`src/hdl/addressed_frame_receiver_table_macros.svh`:
```
// assertion macros used by the frame receiver top level
`ifndef ADDRESSED_FRAME_RECEIVER_TABLE_MACROS_SVH
`define ADDRESSED_FRAME_RECEIVER_TABLE_MACROS_SVH

// same-cycle implication, sampled on clk, off while rst_n is low
`define AFRT_ASSERT_IMP(lbl, ante, cons, msg) \
    lbl: assert property (@(posedge clk) disable iff (!rst_n) (ante) |-> (cons)) \
        else $error(msg);

// next-cycle implication, sampled on clk, off while rst_n is low
`define AFRT_ASSERT_NXT(lbl, ante, cons, msg) \
    lbl: assert property (@(posedge clk) disable iff (!rst_n) (ante) |=> (cons)) \
        else $error(msg);

`endif

```
`src/hdl/afrt_ram.sv`:
```
// generic single-write, single-read ram with registered read data
module afrt_ram #(
    parameter int WIDTH = 8,
    parameter int DEPTH = 256
) (
    input  logic                     clk,
    input  logic                     we,
    input  logic [$clog2(DEPTH)-1:0] waddr,
    input  logic [WIDTH-1:0]         wdata,
    input  logic                     re,
    input  logic [$clog2(DEPTH)-1:0] raddr,
    output logic [WIDTH-1:0]         rdata
);

    logic [WIDTH-1:0] mem [DEPTH];
    logic [WIDTH-1:0] rdata_reg;

    always_ff @(posedge clk)
    begin
        if (we)
        begin
            mem[waddr] <= wdata;
        end
        if (re)
        begin
            rdata_reg <= mem[raddr];
        end
    end

    assign rdata = rdata_reg;

endmodule
```
`config.mk`:
```
export PLATFORM = sky130hd
export DESIGN_NAME = afrt_ram
export DESIGN_NICKNAME = d
export VERILOG_FILES = /design/src/hdl/addressed_frame_receiver_table_macros.svh /design/src/hdl/afrt_ram.sv
export SDC_FILE = /design/constraint.sdc
export NUM_CORES = 2
export LEC_CHECK = 0
export BUFFER_PORTS_ARGS = -buffer_cell sky130_fd_sc_hd__buf_2
export CORE_MARGIN = 1
export CORE_UTILIZATION = 45
export CTS_CLUSTER_SIZE = 40
export DETAILED_ROUTE_END_ITERATION = 6
export PLACE_DENSITY = 0.62
export SLEW_MARGIN = 40
export SYNTH_ARGS = -nofsm -noshare
export SYNTH_HDL_FRONTEND = slang
export SYNTH_SLANG_ARGS = --single-unit
```
`constraint.sdc`:
```
create_clock -name clk -period 4.1 [get_ports clk]
set_clock_uncertainty 0.05 [all_clocks]
set_input_delay 0.82 -clock clk [delete_from_list [all_inputs] [get_ports clk]]
set_output_delay 0.82 -clock clk [all_outputs]
set_load 0.05 [all_outputs]
```
Word level (Yosys, flattened, before mapping)
Memories as Yosys holds them, arrays and structs flattened. A register that Yosys moved wholly into a read port is not among the register bits. Cells that the tools add are included.

Flip-flop bits (word level): 0. RAM bits: 2048. Word-level logic and storage cells: 3. Output and inout port bits: 8. Bits of input ports: 27. Memories kept: 1.

Muxes and demuxes: 2.

Memory list: mem (words 256, width 8, rd ports 1, clocked after memory_dff 1, wr ports 1, RTL line afrt_ram.sv:15) `logic [WIDTH-1:0] mem [DEPTH];`.

Operator list (number): 1-bit 2-to-1 mux (2).

Depth between registers and ports, before layout
Depth after elaboration: 2. Depth in mapped cells: 11. Mapped depth without buffers: 6.

Worst setup path before layout
Ideal clock, no wire load.

Path type: input port to flip-flop. From: input port raddr[0]. To: register rdata_reg[2] (netlist: rdata[2]), read port of mem, data pin. Setup time: 0.269 ns. Slack: 1.154 ns. Required time: 3.781 ns. Path buffers: 4. Stages: 9. Arrival: 2.627 ns. Path through: buf_6 > buf_12 > buf_8 > buf_2 > mux4_2 > a22oi_1 > a21oi_1 > nor4_1 > nor4_2.

RTL lines: start: declaration (RTL line afrt_ram.sv:11) `input logic [$clog2(DEPTH)-1:0] raddr,`; end: declaration (RTL line afrt_ram.sv:16) `logic [WIDTH-1:0] rdata_reg;`.

==> results.cfg <==
[cts]
cts.sinks = 2056
cts-root-buf = sky130_fd_sc_hd__clkbuf_16
cts_buffer_depth = 3
cts_hold_buffers = 0
cts_post_setup_buffers_inserted = 0
cts_tree = done
htreeDepth = 4
post_cts_resized = 0
cts_made_buffers = 201
clock_insertion_delay_worst_skew_ns = 0.85
clock_edge_transition_at_the_registers_on_the_reported_setup_and_hold_paths_ns = 0.06

[yosys]
proportion_of_register_bits_with_asynchronous_set_or_reset_after_synthesis_pct = 0
synth_enable_flop_cells = 2056
synthesis.yosys.warnings = 0
ys_dominant_reg_cell = sky130_fd_sc_hd__edfxtp_1
syn_inst = 3733
ffs_latches_synth = 2056
synthesis.area_per_instance_um2 = 21.3
synth_nets = 3760
synth_area_um2 = 79600
synth_cell_type_count = 54
synth_seq_area_share_pct = 77.5

[route]
avgRoutedWirePerCell_um = 30.1
postRouteAntennaNets = 0
totalWireLength_um = 199000
dr.first_iter.drc_count = 4490
post_drt_via_cell_ratio = 5.97
first_pass_iters = 5
routed-via-count = 39500
route.detailed.drc = 0

[sta]
timing.hold.ws_ns = 0.221
final.setup.tns_ns = 0
finalHoldViolations = 0
finalCritPeriodShare_pct = 78.3
setup-violations-final = 0
relSlewSlack_pct = 39.7
final_max_slew_viol_count = 0
grt_setup_unrepaired = no
transition_at_the_pin_with_the_smallest_max_transition_slack_ns = 0.897
finalCriticalPeriod_ns = 3.21
timing.final.ws_setup_ns = 0.891
fmaxAchievable_mhz = 312

[floorplanning]
pin_count = 35
floorplan.die.width_um = 423
initial_core_util_pct = 45.3
core.rowCount = 154
dieArea_um2 = 179000
design.core.area_um2 = 176000
dieHeight_um = 423

[placement]
placed_cells = 6245
io_buffer_count = 34
gpl.final_weighted_congestion = 0.837
dp_worst_setup_slack_ns = 0.0796
detailedPlacementHpwl_um = 125000

[critical_path]
cp_top_family = simple AND/OR/NAND/NOR gates
crit_end = rdata[1]$_DFFE_PP_
path_cells = buf_8, buf_12, buf_4, mux4_2, nor2b_1, a211oi_1, nor3_1, nor4_1, buf_4, nor4_1
critPathMaxStageDelay_ns = 0.55
end_of_the_worst_register_to_register_path = rdata[3]$_DFFE_PP_
crit_path_start = raddr[0]
worst_ep_arrival_time_ns = 3.75
cp_num_buf_inv = 4
worst_setup_path_start_kind = input pin
worst-path-max-fanout = 25
worst_path_max_delay_cell = sky130_fd_sc_hd__a211oi_1
cp-end-kind = register
timing_worst_setup_path_type = input pin to register
reg2reg_depth = 7
worst_r2r_startpoint = mem[27][3]$_DFFE_PP_
required_worst_endpoint_ns = 4.64
reg2reg_slack_ns = 1.30
worstSetupPathDepth = 10

[global_routing]
grt_max_degree = 164
antenna_found_initial = 8
track_usage_pct = 22.4
overflow = 0
grt_pass1_vias = 40000
first_pass_grt_wire_length_um = 288000

[layout]
drive_above_1_share_pct = 28.5
finish.net_count = 4138
largest_register_ff_count = 2048
final_cell_count_no_fill = 6625
area_growth_pct = 14.9

[min_path]
hold_path.class = input pin to register
worst_hold_start = wdata[1]
timing.hold.worst_path_depth = 1

[power]
cellLeakagePower_nw = 28.7
powerDensity_nw_per_um2 = 475
irDropWorstVdd_v = 0.000388
total_power_w = 0.0435

[job]
max_cap_viol_count = 0

[status]
outcome = completed
cell families (layout without fill, tap and decap cells):
group                  count (synthesis)  count (layout)  synth area share (%)
DFF                                 2056            2056                  77.5
muxes                                591             591                  14.6
and+or+nand+nor                      466             466                  2.63
AOI/OAI and AO/OA                    385             385                  3.42
buffers and inverters                235             781                  1.83
other                                  0               6                     0
synthesized netlist by cell type (2+ instances only):
library cell | number | area (um^2)
sky130_fd_sc_hd__nand3b_1 | 2 | 15.0
sky130_fd_sc_hd__o22a_1 | 5 | 43.8
sky130_fd_sc_hd__o221ai_1 | 46 | 403
sky130_fd_sc_hd__nand2b_1 | 8 | 50.1
sky130_fd_sc_hd__nand4_1 | 10 | 62.6
sky130_fd_sc_hd__a221oi_1 | 13 | 114
sky130_fd_sc_hd__buf_1 | 22 | 82.6
sky130_fd_sc_hd__a22o_1 | 8 | 70.1
sky130_fd_sc_hd__mux4_1 | 2 | 52.6
sky130_fd_sc_hd__nand2_1 | 33 | 124
sky130_fd_sc_hd__a2111oi_1 | 2 | 20.0
sky130_fd_sc_hd__and2_1 | 6 | 37.5
sky130_fd_sc_hd__nor2_1 | 282 | 1060
sky130_fd_sc_hd__a2111oi_0 | 2 | 17.5
sky130_fd_sc_hd__buf_12 | 8 | 160
sky130_fd_sc_hd__buf_8 | 13 | 195
sky130_fd_sc_hd__and3b_1 | 2 | 17.5
sky130_fd_sc_hd__o21ai_0 | 10 | 50.1
sky130_fd_sc_hd__a22oi_1 | 133 | 998
sky130_fd_sc_hd__edfxtp_1 | 2056 | 61700
sky130_fd_sc_hd__a211oi_1 | 16 | 120
sky130_fd_sc_hd__a31oi_1 | 2 | 12.5
sky130_fd_sc_hd__o21ai_1 | 2 | 10.0
sky130_fd_sc_hd__buf_6 | 21 | 236
sky130_fd_sc_hd__nor2b_1 | 31 | 194
sky130_fd_sc_hd__clkbuf_1 | 111 | 417
sky130_fd_sc_hd__nand3_1 | 34 | 170
sky130_fd_sc_hd__mux2i_1 | 134 | 1340
sky130_fd_sc_hd__o211ai_1 | 10 | 75.1
sky130_fd_sc_hd__or2_2 | 4 | 25.0
sky130_fd_sc_hd__nor4_1 | 24 | 150
sky130_fd_sc_hd__buf_4 | 27 | 203
sky130_fd_sc_hd__a21oi_1 | 96 | 480
sky130_fd_sc_hd__mux4_2 | 454 | 10200
sky130_fd_sc_hd__o32ai_1 | 4 | 35.0
sky130_fd_sc_hd__nor4_2 | 3 | 37.5
sky130_fd_sc_hd__o22ai_1 | 28 | 175
sky130_fd_sc_hd__a311oi_1 | 2 | 17.5
sky130_fd_sc_hd__buf_2 | 31 | 155
sky130_fd_sc_hd__nor3_1 | 22 | 110
layout make-up:
type                       instances  area, um^2
fill                           13600       84400
sequential                      2056       61700
multi-input combinational       1442       16700
clock buffer                     244        5210
timing repair buffer             408        3780
tap                             2340        2930
clock inverter                   127        1190
antenna                            6        15.0
inverter                           2        7.51
layout by cell type, fill, tap and decap left out, types with 30 or more instances in the layout:
cell and n:
sky130_fd_sc_hd__a22oi_1 133, sky130_fd_sc_hd__buf_12 51, sky130_fd_sc_hd__mux2i_1 134, sky130_fd_sc_hd__clkinv_1 53, sky130_fd_sc_hd__nand3_1 30, sky130_fd_sc_hd__mux4_2 454, sky130_fd_sc_hd__nor2_1 230, sky130_fd_sc_hd__nor2_2 50
sky130_fd_sc_hd__buf_4 321, sky130_fd_sc_hd__nand2_1 33, sky130_fd_sc_hd__clkbuf_1 42, sky130_fd_sc_hd__edfxtp_1 2056, sky130_fd_sc_hd__o221ai_1 46, sky130_fd_sc_hd__clkinv_2 42, sky130_fd_sc_hd__clkbuf_16 202, sky130_fd_sc_hd__a21oi_1 96
how the worst min path moves through the flow:
stage	to
floorplan	rdata[3]$_DFFE_PP_
global placement	rdata[3]$_DFFE_PP_
detailed placement	mem[143][1]$_DFFE_PP_
CTS	mem[143][1]$_DFFE_PP_
global route	mem[143][1]$_DFFE_PP_
finish	mem[143][1]$_DFFE_PP_
routing by layer:
layer  wire length (um)  global-route usage [%]
met1              82400                    31.9
met2              97100                    35.6
met3              14800                    3.72
met4               4940                    6.66
met5                 10                       0
through the flow:
step                instance area [um^2]  utilization (%)
floorplan                          79600                -
global placement                   84900             48.2
detailed placement                 84900             48.3
CTS                                91300             51.9
global route                       91500             52.0
finish                             91500             52.0
power by group:
group          switching [W]  internal [W]
clock                0.00792        0.0101
sequential         0.0000204        0.0232
combinational        0.00144      0.000824
total                0.00938        0.0341
No activity file was read; power rests on OpenSTA's default activity.
